[src/tcc_pkg.sv]
// Shared types and constants of the text console cursor unit.
// No dependencies; every other file of the block imports this package.
package tcc_pkg;

	localparam int COL_W     = 8;   // cursor column and cell_column width
	localparam int ROW_W     = 7;   // cursor row and cell_row width
	localparam int COLS_W    = 9;   // columns register width
	localparam int ROWS_W    = 8;   // rows register width
	localparam int CHAR_W    = 8;
	localparam int DATA_W    = 32;
	localparam int PADDR_W   = 4;
	localparam int CNT_W     = 4;   // tab space counter, counts 0 .. TAB_STOP

	localparam int DEF_MAX_COLUMNS = 256;
	localparam int DEF_MAX_ROWS    = 128;
	localparam int COL_HW_LIM      = 256;
	localparam int ROW_HW_LIM      = 128;

	localparam logic [COLS_W-1:0] COLUMNS_RST = 9'd80;
	localparam logic [ROWS_W-1:0] ROWS_RST    = 8'd25;

	localparam logic [CHAR_W-1:0] CH_BACKSPACE = 8'd8;
	localparam logic [CHAR_W-1:0] CH_TAB       = 8'd9;
	localparam logic [CHAR_W-1:0] CH_NEWLINE   = 8'd10;
	localparam logic [CHAR_W-1:0] CH_SPACE     = 8'd32;
	localparam int                TAB_STOP     = 8;
	localparam int                TAB_BITS     = $clog2(TAB_STOP);

	localparam logic OP_PUT   = 1'b0;
	localparam logic OP_CLEAR = 1'b1;

	localparam logic [1:0] REG_ENABLED = 2'd0;
	localparam logic [1:0] REG_COLUMNS = 2'd1;
	localparam logic [1:0] REG_ROWS    = 2'd2;

	typedef enum logic [1:0] {
		KIND_DRAW   = 2'd0,
		KIND_SCROLL = 2'd1,
		KIND_CLEAR  = 2'd2
	} kind_t;

	typedef enum logic [1:0] {
		ST_IDLE,
		ST_DISPATCH,
		ST_GLYPH,
		ST_SCROLL
	} state_t;

	typedef struct packed {
		logic              enabled;
		logic [COLS_W-1:0] columns;
		logic [ROWS_W-1:0] rows;
	} cfg_t;

	typedef struct packed {
		logic capture;
		logic do_clear;
		logic do_newline;
		logic do_backspace;
		logic do_glyph;
		logic do_scroll;
		logic last;
	} cmd_t;

	typedef struct packed {
		logic is_clear;
		logic is_newline;
		logic is_backspace;
		logic nl_scroll;
		logic adv_scroll;
		logic adv_more;
		logic cur_more;
		logic out_free;
	} status_t;

endpackage

[src/tcc_if.sv]
// Channel interfaces of the text console cursor unit: input items and cell commands.
// Depends on tcc_pkg for field widths.
interface tcc_in_if;
	import tcc_pkg::*;
	logic              valid;
	logic              ready;
	logic              op;
	logic [CHAR_W-1:0] char_code;

	modport source (output valid, op, char_code, input ready);
	modport sink   (input valid, op, char_code, output ready);
endinterface

interface tcc_out_if;
	import tcc_pkg::*;
	logic             valid;
	logic             ready;
	logic [1:0]       kind;
	logic [7:0]       glyph;
	logic [COL_W-1:0] cell_column;
	logic [ROW_W-1:0] cell_row;
	logic             last;

	modport source (output valid, kind, glyph, cell_column, cell_row, last, input ready);
	modport sink   (input valid, kind, glyph, cell_column, cell_row, last, output ready);
endinterface

[src/tcc_regs.sv]
// APB configuration registers: enabled, columns, rows.
// Depends on tcc_pkg.
module tcc_regs (
	input  logic                          clk,
	input  logic                          arst_n,
	input  logic                          psel,
	input  logic                          penable,
	input  logic                          pwrite,
	input  logic [tcc_pkg::PADDR_W-1:0]   paddr,
	input  logic [tcc_pkg::DATA_W-1:0]    pwdata,
	output logic [tcc_pkg::DATA_W-1:0]    prdata,
	output logic                          pready,
	output tcc_pkg::cfg_t                 cfg
);
	import tcc_pkg::*;

	cfg_t       cfg_q;
	logic [1:0] idx;
	logic       wr;

	assign idx    = paddr[PADDR_W-1:2];
	assign wr     = psel && penable && pwrite;
	assign pready = 1'b1;
	assign cfg    = cfg_q;

	always_ff @(posedge clk or negedge arst_n) begin
		if (!arst_n) begin
			cfg_q.enabled <= 1'b0;
			cfg_q.columns <= COLUMNS_RST;
			cfg_q.rows    <= ROWS_RST;
		end else if (wr) begin
			unique case (idx)
				REG_ENABLED: cfg_q.enabled <= pwdata[0];
				REG_COLUMNS: cfg_q.columns <= pwdata[COLS_W-1:0];
				REG_ROWS:    cfg_q.rows    <= pwdata[ROWS_W-1:0];
				default:     ;
			endcase
		end
	end

	always_comb begin
		prdata = '0;
		unique case (idx)
			REG_ENABLED: prdata = {{(DATA_W-1){1'b0}}, cfg_q.enabled};
			REG_COLUMNS: prdata = {{(DATA_W-COLS_W){1'b0}}, cfg_q.columns};
			REG_ROWS:    prdata = {{(DATA_W-ROWS_W){1'b0}}, cfg_q.rows};
			default:     prdata = '0;
		endcase
	end

endmodule

[src/tcc_ctrl.sv]
// Controller state machine: sequences one input item into cell commands.
// Depends on tcc_pkg; drives tcc_dp through cmd_t and reads its status_t.
module tcc_ctrl (
	input  logic              clk,
	input  logic              arst_n,
	input  logic              in_valid,
	input  logic              enabled,
	input  tcc_pkg::status_t  st,
	output logic              in_ready,
	output tcc_pkg::cmd_t     cmd
);
	import tcc_pkg::*;

	state_t state_q, state_nxt;

	always_ff @(posedge clk or negedge arst_n) begin
		if (!arst_n) begin
			state_q <= ST_IDLE;
		end else begin
			state_q <= state_nxt;
		end
	end

	always_comb begin
		state_nxt = state_q;
		cmd       = '0;
		in_ready  = 1'b0;
		unique case (state_q)
			ST_IDLE: begin
				in_ready = 1'b1;
				// Drop items while disabled.
				if (in_valid && enabled) begin
					cmd.capture = 1'b1;
					state_nxt   = ST_DISPATCH;
				end
			end
			ST_DISPATCH: begin
				priority if (st.is_clear) begin
					if (st.out_free) begin
						cmd.do_clear = 1'b1;
						cmd.last     = 1'b1;
						state_nxt    = ST_IDLE;
					end
				end else if (st.is_newline) begin
					cmd.do_newline = 1'b1;
					state_nxt      = st.nl_scroll ? ST_SCROLL : ST_IDLE;
				end else if (st.is_backspace) begin
					if (st.out_free) begin
						cmd.do_backspace = 1'b1;
						cmd.last         = 1'b1;
						state_nxt        = ST_IDLE;
					end
				end else begin
					state_nxt = ST_GLYPH;
				end
			end
			ST_GLYPH: begin
				if (st.out_free) begin
					cmd.do_glyph = 1'b1;
					cmd.last     = !st.adv_scroll && !st.adv_more;
					if (st.adv_scroll) begin
						state_nxt = ST_SCROLL;
					end else if (st.adv_more) begin
						state_nxt = ST_GLYPH;
					end else begin
						state_nxt = ST_IDLE;
					end
				end
			end
			ST_SCROLL: begin
				if (st.out_free) begin
					cmd.do_scroll = 1'b1;
					cmd.last      = !st.cur_more;
					state_nxt     = st.cur_more ? ST_GLYPH : ST_IDLE;
				end
			end
			default: state_nxt = ST_IDLE;
		endcase
	end

endmodule

[src/tcc_dp.sv]
// Datapath: cursor registers, geometry clamp, next-cell arithmetic, output register.
// Depends on tcc_pkg; commanded by tcc_ctrl.
module tcc_dp #(
	parameter int MAX_COLUMNS = tcc_pkg::DEF_MAX_COLUMNS,
	parameter int MAX_ROWS    = tcc_pkg::DEF_MAX_ROWS
) (
	input  logic                          clk,
	input  logic                          arst_n,
	input  tcc_pkg::cfg_t                 cfg,
	input  tcc_pkg::cmd_t                 cmd,
	input  logic                          in_op,
	input  logic [tcc_pkg::CHAR_W-1:0]    in_char,
	input  logic                          out_ready,
	output tcc_pkg::status_t              st,
	output logic                          out_valid,
	output logic [1:0]                    out_kind,
	output logic [7:0]                    out_glyph,
	output logic [tcc_pkg::COL_W-1:0]     out_column,
	output logic [tcc_pkg::ROW_W-1:0]     out_row,
	output logic                          out_last
);
	import tcc_pkg::*;

	localparam int COL_LIM = (MAX_COLUMNS < COL_HW_LIM) ? MAX_COLUMNS : COL_HW_LIM;
	localparam int ROW_LIM = (MAX_ROWS < ROW_HW_LIM) ? MAX_ROWS : ROW_HW_LIM;
	localparam logic [COLS_W-1:0] COL_LIM_V = COLS_W'(COL_LIM);
	localparam logic [ROWS_W-1:0] ROW_LIM_V = ROWS_W'(ROW_LIM);
	localparam logic [ROWS_W-1:0] ROW_MIN_V = ROWS_W'(2);

	logic [COL_W-1:0]  col_q;
	logic [ROW_W-1:0]  row_q;
	logic              op_q;
	logic [CHAR_W-1:0] char_q;
	logic [CNT_W-1:0]  cnt_q;

	logic              ov_q;
	kind_t             kind_q;
	logic [7:0]        glyph_q;
	logic [COL_W-1:0]  ocol_q;
	logic [ROW_W-1:0]  orow_q;
	logic              olast_q;

	logic [COLS_W-1:0] ncols;
	logic [ROWS_W-1:0] nrows;
	logic [COLS_W-1:0] col_inc;
	logic [ROWS_W-1:0] row_inc;
	logic              wrap;
	logic [COL_W-1:0]  col_next;
	logic [ROW_W-1:0]  row_next;
	logic [CNT_W-1:0]  cnt_inc;
	logic              is_tab;
	logic [COL_W-1:0]  bs_col;
	logic [ROW_W-1:0]  bs_row;
	logic [COL_W-1:0]  sat_col;
	logic [ROW_W-1:0]  sat_row;
	logic [7:0]        glyph_sel;
	logic              emit;

	// Clamp the geometry to what the cursor registers can address.
	always_comb begin
		if (cfg.columns == '0) ncols = COLS_W'(1);
		else if (cfg.columns > COL_LIM_V) ncols = COL_LIM_V;
		else ncols = cfg.columns;
		if (cfg.rows < ROW_MIN_V) nrows = ROW_MIN_V;
		else if (cfg.rows > ROW_LIM_V) nrows = ROW_LIM_V;
		else nrows = cfg.rows;
	end

	always_comb begin
		sat_col = ({1'b0, col_q} >= ncols) ? COL_W'(ncols - COLS_W'(1)) : col_q;
		sat_row = ({1'b0, row_q} >= nrows) ? ROW_W'(nrows - ROWS_W'(1)) : row_q;

		col_inc  = {1'b0, col_q} + COLS_W'(1);
		row_inc  = {1'b0, row_q} + ROWS_W'(1);
		wrap     = col_inc >= ncols;
		col_next = wrap ? '0 : col_inc[COL_W-1:0];
		st.adv_scroll = wrap && (row_inc >= nrows);
		row_next = (wrap && !st.adv_scroll) ? row_inc[ROW_W-1:0] : row_q;
		cnt_inc  = cnt_q + CNT_W'(1);

		is_tab   = !op_q && (char_q == CH_TAB);
		st.adv_more = is_tab && (col_next[TAB_BITS-1:0] != '0) && (cnt_inc < CNT_W'(TAB_STOP));
		st.cur_more = is_tab && (col_q[TAB_BITS-1:0] != '0) && (cnt_q < CNT_W'(TAB_STOP));

		st.is_clear     = (op_q == OP_CLEAR);
		st.is_newline   = (char_q == CH_NEWLINE);
		st.is_backspace = (char_q == CH_BACKSPACE);
		st.nl_scroll    = row_inc >= nrows;
		st.out_free     = !ov_q || out_ready;

		// Step back; wrap to the last column of the previous row, stick at home.
		if (col_q != '0) begin
			bs_col = col_q - COL_W'(1);
			bs_row = row_q;
		end else if (row_q != '0) begin
			bs_col = COL_W'(ncols - COLS_W'(1));
			bs_row = row_q - ROW_W'(1);
		end else begin
			bs_col = col_q;
			bs_row = row_q;
		end

		glyph_sel = is_tab ? CH_SPACE : char_q;
		emit = cmd.do_clear || cmd.do_backspace || cmd.do_glyph || cmd.do_scroll;
	end

	// Cursor and item registers.
	always_ff @(posedge clk or negedge arst_n) begin
		if (!arst_n) begin
			col_q <= '0;
			row_q <= '0;
		end else if (cmd.capture) begin
			col_q <= sat_col;
			row_q <= sat_row;
		end else if (cmd.do_clear) begin
			col_q <= '0;
			row_q <= '0;
		end else if (cmd.do_newline) begin
			col_q <= '0;
			if (!st.nl_scroll) row_q <= row_inc[ROW_W-1:0];
		end else if (cmd.do_backspace) begin
			col_q <= bs_col;
			row_q <= bs_row;
		end else if (cmd.do_glyph) begin
			col_q <= col_next;
			row_q <= row_next;
		end
	end

	always_ff @(posedge clk) begin
		if (cmd.capture) begin
			op_q   <= in_op;
			char_q <= in_char;
			cnt_q  <= '0;
		end else if (cmd.do_glyph) begin
			cnt_q  <= cnt_inc;
		end
	end

	// Output register.
	always_ff @(posedge clk or negedge arst_n) begin
		if (!arst_n) begin
			ov_q <= 1'b0;
		end else if (emit) begin
			ov_q <= 1'b1;
		end else if (out_ready) begin
			ov_q <= 1'b0;
		end
	end

	always_ff @(posedge clk) begin
		if (emit) begin
			olast_q <= cmd.last;
			if (cmd.do_glyph || cmd.do_backspace) begin
				kind_q  <= KIND_DRAW;
				glyph_q <= cmd.do_glyph ? glyph_sel : CH_SPACE;
				ocol_q  <= cmd.do_glyph ? col_q : bs_col;
				orow_q  <= cmd.do_glyph ? row_q : bs_row;
			end else begin
				kind_q  <= cmd.do_clear ? KIND_CLEAR : KIND_SCROLL;
				glyph_q <= '0;
				ocol_q  <= '0;
				orow_q  <= '0;
			end
		end
	end

	assign out_valid  = ov_q;
	assign out_kind   = kind_q;
	assign out_glyph  = glyph_q;
	assign out_column = ocol_q;
	assign out_row    = orow_q;
	assign out_last   = olast_q;

endmodule

[src/text_console_cursor_unit.sv]
// Top level of the text console cursor unit: registers, controller and datapath.
// Depends on tcc_pkg, tcc_if, tcc_regs, tcc_ctrl and tcc_dp.
//
// Usage:
//   char_ch carries input items (op, char_code); a transaction completes when
//   valid and ready are both high at a rising clk edge. cell_ch carries cell
//   commands (kind, glyph, cell_column, cell_row, last) under the same rule;
//   last marks the final command caused by one input item.
//   The APB port writes enabled (0x0), columns (0x4) and rows (0x8); pready is
//   always high. Write configuration only while the unit is idle.
// Timing:
//   One item at a time. After its transaction an item passes through the
//   dispatch state; clear and backspace issue their one command from dispatch,
//   newline issues none there, and every other command comes from the glyph or
//   scroll state. A tab issues at most eight spaces and one scroll, since a
//   wrap ends it. A disabled unit takes an item every cycle and drops it. The
//   single-entry output register sets the pace: each command waits there until
//   cell_ch takes it, and the controller holds while it is full.
// Reset:
//   arst_n clears the cursor to home, drops any pending command and loads
//   enabled 0, columns 80, rows 25.
module text_console_cursor_unit #(
	parameter int MAX_COLUMNS = tcc_pkg::DEF_MAX_COLUMNS,
	parameter int MAX_ROWS    = tcc_pkg::DEF_MAX_ROWS
) (
	input  logic                          clk,
	input  logic                          arst_n,
	tcc_in_if.sink                        char_ch,
	tcc_out_if.source                     cell_ch,
	input  logic                          psel,
	input  logic                          penable,
	input  logic                          pwrite,
	input  logic [tcc_pkg::PADDR_W-1:0]   paddr,
	input  logic [tcc_pkg::DATA_W-1:0]    pwdata,
	output logic [tcc_pkg::DATA_W-1:0]    prdata,
	output logic                          pready
);
	import tcc_pkg::*;

	cfg_t    cfg;
	cmd_t    cmd;
	status_t st;
	logic    in_ready;

	tcc_regs u_regs (
		.clk     (clk),
		.arst_n  (arst_n),
		.psel    (psel),
		.penable (penable),
		.pwrite  (pwrite),
		.paddr   (paddr),
		.pwdata  (pwdata),
		.prdata  (prdata),
		.pready  (pready),
		.cfg     (cfg)
	);

	// Sequence each accepted item; ready only between items.
	tcc_ctrl u_ctrl (
		.clk      (clk),
		.arst_n   (arst_n),
		.in_valid (char_ch.valid),
		.enabled  (cfg.enabled),
		.st       (st),
		.in_ready (in_ready),
		.cmd      (cmd)
	);

	assign char_ch.ready = in_ready;

	// Hold the cursor and the pending cell command.
	tcc_dp #(
		.MAX_COLUMNS (MAX_COLUMNS),
		.MAX_ROWS    (MAX_ROWS)
	) u_dp (
		.clk        (clk),
		.arst_n     (arst_n),
		.cfg        (cfg),
		.cmd        (cmd),
		.in_op      (char_ch.op),
		.in_char    (char_ch.char_code),
		.out_ready  (cell_ch.ready),
		.st         (st),
		.out_valid  (cell_ch.valid),
		.out_kind   (cell_ch.kind),
		.out_glyph  (cell_ch.glyph),
		.out_column (cell_ch.cell_column),
		.out_row    (cell_ch.cell_row),
		.out_last   (cell_ch.last)
	);

endmodule

[src/flat_wrapper.sv]
// flat-port wrapper written by rule: the top's interface ports become plain ports
module text_console_cursor_unit_flat import tcc_pkg::*;
#(
	parameter int MAX_COLUMNS = tcc_pkg::DEF_MAX_COLUMNS,
	parameter int MAX_ROWS    = tcc_pkg::DEF_MAX_ROWS
)
  (clk, arst_n, psel, penable, pwrite, paddr, pwdata, prdata, pready, char_ch_valid, char_ch_op, char_ch_char_code, char_ch_ready, cell_ch_valid, cell_ch_kind, cell_ch_glyph, cell_ch_cell_column, cell_ch_cell_row, cell_ch_last, cell_ch_ready);
  tcc_in_if char_ch_i ();
  tcc_out_if cell_ch_i ();
  input  logic clk;
  input  logic arst_n;
  input  logic psel;
  input  logic penable;
  input  logic pwrite;
  input  logic [tcc_pkg::PADDR_W-1:0] paddr;
  input  logic [tcc_pkg::DATA_W-1:0] pwdata;
  output logic [tcc_pkg::DATA_W-1:0] prdata;
  output logic pready;
  input wire logic [$bits(char_ch_i.valid)-1:0] char_ch_valid;
  input wire logic [$bits(char_ch_i.op)-1:0] char_ch_op;
  input wire logic [$bits(char_ch_i.char_code)-1:0] char_ch_char_code;
  output wire logic [$bits(char_ch_i.ready)-1:0] char_ch_ready;
  output wire logic [$bits(cell_ch_i.valid)-1:0] cell_ch_valid;
  output wire logic [$bits(cell_ch_i.kind)-1:0] cell_ch_kind;
  output wire logic [$bits(cell_ch_i.glyph)-1:0] cell_ch_glyph;
  output wire logic [$bits(cell_ch_i.cell_column)-1:0] cell_ch_cell_column;
  output wire logic [$bits(cell_ch_i.cell_row)-1:0] cell_ch_cell_row;
  output wire logic [$bits(cell_ch_i.last)-1:0] cell_ch_last;
  input wire logic [$bits(cell_ch_i.ready)-1:0] cell_ch_ready;
  assign char_ch_i.valid = char_ch_valid;
  assign char_ch_i.op = char_ch_op;
  assign char_ch_i.char_code = char_ch_char_code;
  assign char_ch_ready = char_ch_i.ready;
  assign cell_ch_valid = cell_ch_i.valid;
  assign cell_ch_kind = cell_ch_i.kind;
  assign cell_ch_glyph = cell_ch_i.glyph;
  assign cell_ch_cell_column = cell_ch_i.cell_column;
  assign cell_ch_cell_row = cell_ch_i.cell_row;
  assign cell_ch_last = cell_ch_i.last;
  assign cell_ch_i.ready = cell_ch_ready;
  text_console_cursor_unit #(.MAX_COLUMNS(MAX_COLUMNS), .MAX_ROWS(MAX_ROWS)) u_core (.clk(clk), .arst_n(arst_n), .char_ch(char_ch_i), .cell_ch(cell_ch_i), .psel(psel), .penable(penable), .pwrite(pwrite), .paddr(paddr), .pwdata(pwdata), .prdata(prdata), .pready(pready));
endmodule
[config.mk]
export PLATFORM = sky130hd
export DESIGN_NAME = text_console_cursor_unit_flat
export DESIGN_NICKNAME = d
export VERILOG_FILES = /design/src/tcc_pkg.sv /design/src/tcc_if.sv /design/src/tcc_regs.sv /design/src/tcc_ctrl.sv /design/src/tcc_dp.sv /design/src/text_console_cursor_unit.sv /design/src/flat_wrapper.sv
export SDC_FILE = /design/constraint.sdc
export NUM_CORES = 1
export LEC_CHECK = 0
export BUFFER_PORTS_ARGS = -buffer_cell sky130_fd_sc_hd__buf_2
export CORE_ASPECT_RATIO = 0.9
export CORE_MARGIN = 4
export CORE_UTILIZATION = 31
export CTS_CLUSTER_DIAMETER = 60
export DETAILED_ROUTE_END_ITERATION = 6
export GPL_TIMING_DRIVEN = 0
export HOLD_SLACK_MARGIN = 0.06
export PLACE_DENSITY = 0.53
export SLEW_MARGIN = 20
export SYNTH_ARGS = -nofsm -noshare
export SYNTH_HDL_FRONTEND = slang
export SYNTH_SLANG_ARGS = --single-unit
[constraint.sdc]
create_clock -name clk -period 3.8 [get_ports clk]
set_input_delay 0.38 -clock clk [delete_from_list [all_inputs] [get_ports clk]]
set_output_delay 0.38 -clock clk [all_outputs]
set_load 0.03 [all_outputs]
==> results by group <==
Critical path
  – Arr. time, crit path: 3.82 ns
  – Critical R2R Launch: u_core.u_regs.cfg[10]
  – Crit path capture type: flop
  – Critical Path RT: 4.03 ns
  – R2r setup slk: 0.20 ns
  – R2R Path End: u_core.u_dp.row_q[2]
  – Crit path to: u_core.u_dp.row_q[2]
  – Reg2Reg Depth: 10
  – CP max FO: 10
  – Crit path from: u_core.u_regs.cfg[10]
  – Kind of critical path: reg -> reg
  – Worst setup SP type: flop

STA
  – Setup TNS: 0 ns
  – Skew final: 0.007312 ns
  – Final hold vios: 0
  – Worst-case hold slack: 0.1714 ns
  – Slew HR: 0.3908
  – Slew of the pin with the lowest slew margin: 0.9138 ns
  – Max frequency: 278.0 MHz
  – Final worst slack: 0.2029 ns
  – Final critical-path required period: 3.597 ns
  – Final setup viols: 0
  – Tcrit/Tclk final: 0.9466
  – Pins Over Slew Limit: 0
  – Unrepaired setup endpoints after global routing: no

Logic synthesis
  – Synth Register Bits: 75
  – Dominant synthesized flop cell: edfxtp_1
  – Post-synth EDFFs: 35
  – Synth Instances: 605
  – Sequential area share after synthesis: 0.3735
  – Syn Area/Cell: 9.021 um^2
  – Async S/R FF share, synth: 0.4800
  – Warnings from Yosys: 0
  – Library cells used by synthesis: 68
  – Synth Cell Area: 5458 um^2

Clocking
  – CTS tree: yes
  – Htree depth: 3
  – Post-CTS setup buffer count: 0
  – Num Clock Sinks: 75
  – Clk slew on worst S/H paths: 0.07 ns
  – Hold buffer count at cts: 0
  – Clock latency on the worst-skew pair: 0.34 ns
  – Post-cts resize count: 1
  – Bufs on Longest Clock Path: 2
  – CTS root buf: clkbuf_16
  – TritonCTS Buffers: 9

Power
  – Pleak: 2.799 nW
  – PwrDens: 706.5 nW/um^2
  – Final total power: 4.572 mW
  – Worst vdd ir: 0.2546 mV

Route
  – Wirelength, routed: 15930 um
  – Iter 0 DRT Violations: 412
  – Routed len/inst: 16.97 um
  – Via count: 4775
  – Post-route ant nets: 0
  – Residual DRC: 0
  – Initial DRT Pass Iterations: 5
  – Via density: 5.085

Floorplan
  – Site row count: 45
  – Core footprint: 17060 um^2
  – Die area: 19800 um^2
  – Die Wd: 147.9 um
  – Num ports: 113
  – Die Ht: 133.9 um
  – Initial Utilization: 0.3199

Cells and area
  – Final Core Density: 0.3793
  – Share of layout cells above drive strength 1: 0.2131
  – ANT cells: 0
  – Filler instances: 1733
  – Multi-input logic area: 3162 um^2
  – Register area: 2038 um^2
  – Synth-to-layout area growth: 18.57%
  – Final #Nets: 793

Placed design
  – Post-DP HPWL: 12280 um
  – RD Place Congestion: 0.9126
  – IO Port Bufs: 63
  – Placement Setup Slack: -0.01325 ns

Run status
  – Status: completed

Worst hold path
  – Worst hold path class: in -> async

GRT
  – Largest net degree at the start of global routing: 37
  – Vias in the first global route: 4909
  – Antenna violations before repair: 0
  – GR Overflow Total: 0
  – All-Layer GR Usage: 0.1612
  – First-pass GRT wire length: 25590 um

Flow run
  – Max-cap violations: 0
## cells in the mapped netlist (all sizes together), types with 4 or more instances
cell	number	area, um^2
o21a	6	45.04
xnor2	9	78.83
dfxtp	4	80.08
a21o	11	82.58
or3	11	68.82
nor2	46	172.7
edfxtp	35	1051
a22o	9	78.83
inv	17	63.81
dfrtp	31	775.7
o22ai	7	43.79
and2	11	68.82
xor2	9	78.83
a31oi	5	31.28
mux2i	4	40.04
nand2b	15	93.84
a211oi	5	50.05
o211ai	8	70.06
nand3	19	95.09
clkbuf	24	90.09
dfstp	5	131.4
and3	7	43.79
nor2b	8	50.05
nor3	13	65.06
o31ai	4	30.03
mux2	17	191.4
nor4	6	58.80
ha	42	525.5
buf	30	216.5
a21oi	44	220.2
o21ai	42	210.2
nand2	63	236.5
## placed cells by master (no fill, tap or decap), types with 21 or more instances in the layout
cell       n
buf_2     68
o21ai_0   42
ha_1      42
conb_1    24
clkbuf_1  21
nand2_1   63
buf_4     24
a21oi_1   44
dfrtp_1   31
nor2_1    44
edfxtp_1  35
## final cells by class
class | count | area share
clock buffer | 9 | 0.03480
tap | 235 | 0.04544
buffer | 52 | 0.04640
multi-input combinational | 479 | 0.4886
timing repair buffer | 63 | 0.04872
clock inverter | 7 | 0.009474
inverter | 19 | 0.01160
sequential | 75 | 0.3150
## critical path, stage by stage, from the launching register on
cell	delay [ns]
dfrtp_1	0.49
nor4_4	0.47
a32o_1	0.41
ha_1	0.30
and2_0	0.13
o21ai_0	0.26
a41oi_1	0.26
nor3_1	0.29
o221a_2	0.23
buf_2	0.24
mux2_2	0.38
## metrics by stage
| stage | instance area, um^2 | std cells |
|---|---|---|
| after CTS | 6455 | 941 |
| after global routing | 6471 | 939 |
| after detailed placement | 6162 | 925 |
| after global placement | 6150 | 925 |
| final | 6471 | 939 |
| after floorplan | 5540 | 627 |
## metal layers
layer  track usage  share of wire
met5             0              0
met4       0.05080          0.014
met3       0.03176          0.053
met2        0.2589           0.46
met1        0.2202           0.47
## flip-flops by register name (all words and copies together), names as in the netlist, 4 cells and up
signal and cells:
u_core.u_dp.out_glyph 8, u_core.u_dp.out_column 8, u_core.u_regs.cfg 18, u_core.u_dp.out_row 7, u_core.u_dp.char_q 8, u_core.u_dp.cnt_q 4, u_core.u_dp.row_q 7, u_core.u_dp.col_q 8
## where the power goes
part           total (mW)  switching (mW)  internal, mW
logic                2.41            1.54         0.875
clock network       0.836           0.381         0.455
registers            1.32           0.215          1.11
total                4.57            2.14          2.44
## worst min path at each step
stage,from,end,slack (ns),cells after the start
2_1_floorplan,arst_n,u_core.u_ctrl.state_q[0],0.08,0
3_3_place_gp,u_core.u_dp.cnt_q[1],u_core.u_dp.cnt_q[1],0.46,2
3_5_place_dp,u_core.u_dp.cnt_q[1],u_core.u_dp.cnt_q[1],0.49,2
4_1_cts,arst_n,u_core.u_dp.row_q[2],0.20,1
5_1_grt,char_ch_char_code[4],u_core.u_dp.char_q[4],0.20,1
6_report,arst_n,u_core.u_dp.row_q[1],0.17,1
## logic make-up (layout without fill, tap and decap cells)
group / count (synthesis) / after routing / share of synthesized area
AOI/OAI and AO/OA: 164 / 164 / 0.1962
xor gates and xnor gates: 18 / 18 / 0.02889
adders and majority gates: 42 / 42 / 0.09629
buffers and inverters: 73 / 150 / 0.06923
DFF: 75 / 75 / 0.3735
muxes: 21 / 21 / 0.04241
other: 2 / 24 / 0.001376
and+or+nand+nor: 210 / 210 / 0.1921
Note: power is estimated with default switching activity, not from simulation.
